### config.mk
export PLATFORM = sky130hd
export DESIGN_NAME = fxh_ram
export DESIGN_NICKNAME = d
export VERILOG_FILES = /design/src/rtl/fxh_ram.sv
export SDC_FILE = /design/constraint.sdc
export NUM_CORES = 2
export LEC_CHECK = 0
export BUFFER_PORTS_ARGS = -buffer_cell sky130_fd_sc_hd__buf_2
export CAP_MARGIN = 20
export CORE_MARGIN = 2
export CORE_UTILIZATION = 35
export DETAILED_ROUTE_END_ITERATION = 6
export GPL_TIMING_DRIVEN = 0
export SYNTH_ARGS = -nofsm -noshare
export SYNTH_HDL_FRONTEND = slang
export SYNTH_SLANG_ARGS = --single-unit
### constraint.sdc
create_clock -name clock -period 4.4 [get_ports clock]
set_input_delay 0.44 -clock clock [delete_from_list [all_inputs] [get_ports clock]]
set_output_delay 0.44 -clock clock [all_outputs]
set_load 0.01 [all_outputs]
### src/rtl/fxh_ram.sv
module fxh_ram #(
   parameter int unsigned WIDTH = 32,
   parameter int unsigned DEPTH = 128
) (
   input  logic                     clock,
   input  logic                     wr_en,
   input  logic [$clog2(DEPTH)-1:0] wr_addr,
   input  logic [WIDTH-1:0]         wr_data,
   input  logic [$clog2(DEPTH)-1:0] rd_addr,
   output logic [WIDTH-1:0]         rd_data
);

   logic [WIDTH-1:0] mem_ff [DEPTH];
   logic [WIDTH-1:0] rd_data_ff;

   always_ff @(posedge clock) begin
      if (wr_en) begin
         mem_ff[wr_addr] <= wr_data;
      end
      rd_data_ff <= mem_ff[rd_addr];
   end

   assign rd_data = rd_data_ff;

endmodule

[After elaboration in Yosys (flattened, before gate mapping)]
Memory sizes are Yosys's and may differ from the RTL's. A register that Yosys moved wholly into a read port is not among the register bits.
Index checks and enable logic that the tools add are counted.
Operators by class
  multiplexer cells: 2
Operator list (count)
  1-bit two-way mux: 2
Word-level totals
  register bits after elaboration: 0
  RAM bits: 4096
  logic and storage cells: 3
  memories: 1
Memory list
  mem_ff: depth 128, bits a word 32, rd ports 1, clocked after memory_dff 1, write ports 1, line 13  | logic [WIDTH-1:0] mem_ff [DEPTH];

[Depth between registers and ports, before layout]
  depth in word-level cells: 2
  mapped depth: 8
  gate-level depth less buffers: 4

[Worst setup path before layout]
No wires, ideal clock.
  kind: input to register
  from: input wr_en
  to: memory mem_ff[98][0], enable pin
  arrival time: 3.218 ns
  data required time: 3.939 ns
  path slack: 0.721 ns
  cell stages on the path: 3
  path through: clkbuf_1 > nand4_1 > nor3_1
Between the ends
  cells in the longest elaborated chain, start to end: 2
Ends and longest elaborated chain
  start, declared: line 6  | input logic wr_en,
  1-bit two-way mux: line 17  | if (wr_en) begin
  1-bit two-way mux (implied by the code): line 18  | mem_ff[wr_addr] <= wr_data;
  end, declared: line 13
No other way between the ends.

==> flow_summary.json <==
{
  "synth_area_um2": 156000,
  "cp-end-kind": "register",
  "slowest_stage": "buf_1",
  "grt_max_degree": 99,
  "path_buf_inv": 4,
  "clk_pin_slew_ns": 0.07,
  "row_count": 245,
  "gr-total-overflow": 0,
  "startpoint_type": "primary input",
  "setup_violations": 0,
  "avgSynthCellArea_um2": 26.1,
  "cts_num_sinks": 4128,
  "die_area_um2": 452000,
  "pin_count": 80,
  "yosys-top-cells-area": "edfxtp_1, mux4_2, clkbuf_1, dfxtp_1, nor2_1",
  "drv_slew": 0,
  "synth_seq_cells": 4128,
  "clockBufferDepth": 4,
  "worst-setup-path-type": "in -> reg",
  "slew_headroom_pct": 28.3,
  "ant_nets": 0,
  "routedWlPerCell_um": 32.1,
  "cts_hold_buf": 6,
  "path_delay_family": "buffers and inverters",
  "htree_levels": 5,
  "core_area_um2": 445000,
  "drc_errors": 0,
  "ys_seq_area_share_pct": 79.1,
  "crit_arrival_ns": 4.97,
  "cts-resized-gates": 0,
  "ir_drop_uv": 358,
  "rsz0062_at_grt": "no",
  "drv_cap": 0,
  "synthFlopType": "edfxtp_1",
  "yosys_warnings": 0,
  "port_buffers": 68,
  "yosysMostFrequentCell": "edfxtp_1",
  "synthTopCellsByCount": "edfxtp_1, mux4_2, clkbuf_1",
  "worst_pin_slew_ns": 1.08,
  "layout.nets": 6745,
  "first_pass_iters": 6,
  "crit_fanout": 10,
  "period_needed_ns": 4.26,
  "syn-instance-count": 5990,
  "final_cells": 13000,
  "first_iter_violations": 9849,
  "num_vias": 71000,
  "clock_skew_ns": 0.0777,
  "wirelength_um": 418000,
  "async_flop_share_pct": 0,
  "synth_top_area_share_pct": 78.7,
  "root_buffer": "clkbuf_16",
  "synthesis.nets": 6038,
  "finalWeightedCongestion": 0.834,
  "cts_tree": "built",
  "grt_first_pass_wirelength_um": 577000,
  "start_util_pct": 35.1,
  "cp.required_ns": 5.11,
  "dp_hpwl_um": 287000,
  "leakagePower_nw": 55.3,
  "hold_ws_ns": 0.0680,
  "hold_path.class": "in -> reg",
  "syn_to_final_growth_pct": 17.1,
  "ys_types": 17,
  "grt_usage_pct": 18.2,
  "fin_crit_sh_pct": 96.8,
  "die_w_um": 672,
  "yosysTopAreaCell": "edfxtp_1",
  "synth_edf_count": 4096,
  "antenna_found_initial": 86,
  "place_inst": 12200,
  "insertion_delay_ns": 0.94,
  "max_freq_ghz": 0.235,
  "finalHoldViolCount": 0,
  "max_stage_delay_ns": 0.82,
  "drive_gt1_share_pct": 35.4,
  "p_per_area_nw_per_um2": 448,
  "die_h_um": 672,
  "grt_pass1_vias": 71900,
  "rrSetupSlack_ns": 1.56,
  "crit_top_cell": "mux4_2",
  "cts_buffers": 398,
  "cp_cell_sequence": "clkbuf_1 > buf_2 > clkbuf_2 > buf_1 > mux4_2 > mux4_2 > mux4_2 > mux2_2",
  "cts_setup_buffers": 0,
  "routed_via_density": 5.45,
  "fin_util_pct": 41.1,
  "outcome": "finished, final reports clean"
}
## cell usage in the layout, fill, tap and decap left out, types with 9 or more instances in the layout
master,count
buf_16,88
edfxtp_1,4096
nor3_2,9
diode_2,84
mux4_2,1344
clkbuf_16,406
buf_1,45
bufinv_16,43
buf_6,33
nand2_1,14
clkinv_2,84
buf_12,80
mux2_2,32
clkbuf_1,227
nand3_1,12
buf_8,31
nor2_4,119
buf_4,38
clkinv_1,88
dfxtp_1,32
clkinvlp_4,18
buf_2,120
clkbuf_2,24
## routing by layer
| metal | GRT usage, % | share of wire, % |
|---|---|---|
| met3 | 4.37 | 9.5 |
| met4 | 6.23 | 3.2 |
| met2 | 29.9 | 49 |
| met1 | 24.0 | 38 |
| met5 | 0 | 0.075 |
## through the flow
step | setup TNS (ns) | worst slack, ns | total power, mW | area (um^2)
2_1_floorplan | 0 | 0.721 | 46.4 | 156000
3_3_place_gp | -4136.08 | -2.65 | 48.7 | 164000
3_5_place_dp | -17.07 | -0.653 | 49.0 | 170000
4_1_cts | 0 | 0.290 | 82.6 | 182000
5_1_grt | 0 | 0.286 | 84.2 | 183000
6_report | 0 | 0.139 | 82.1 | 183000
## worst register-to-register path: stages (launching register included)
cell	delay (ns)
edfxtp_1	0.36
mux4_2	0.52
mux4_2	0.61
mux4_2	0.75
mux2_2	0.44
## path summary, 6_finish.rpt
path         depth (start not counted)                       from                      end
min                                  2                 wr_data[3]  mem_ff[58][3]$_DFFE_PP_
max                                  8                 rd_addr[2]      rd_data[25]$_DFF_P_
max reg2reg                          4  mem_ff[117][18]$_DFFE_PP_      rd_data[18]$_DFF_P_
min reg2reg                          4   mem_ff[30][11]$_DFFE_PP_      rd_data[11]$_DFF_P_
## flip-flops by register name, indices dropped and copies added (netlist names)
name	count
mem_ff	4096
rd_data	32
## report_power, final
group | leakage, nW | internal [mW] | switching [mW]
logic | 12.0 | 1.72 | 2.94
registers | 37.1 | 43.4 | 0.0548
clock network | 6.26 | 19.4 | 14.5
total | 55.3 | 64.5 | 17.5
## kinds of logic after synthesis
kind of cell | Yosys count | share of synthesized area, %
flip-flops | 4128 | 79.1
multiplexers | 1376 | 19.6
buffers and inverters | 316 | 0.839
AND/OR/NAND/NOR | 170 | 0.446
## area by class of cell
| type | instances | area, um^2 |
|---|---|---|
| buffer | 316 | 1350 |
| clock buffer | 475 | 10400 |
| fill | 37600 | 262000 |
| tap | 5928 | 7420 |
| antenna | 84 | 210 |
| multi-input combinational | 1546 | 32300 |
| clock inverter | 249 | 2380 |
| sequential | 4128 | 124000 |
| timing repair buffer | 307 | 5340 |
(Power assumes the default switching activity.)
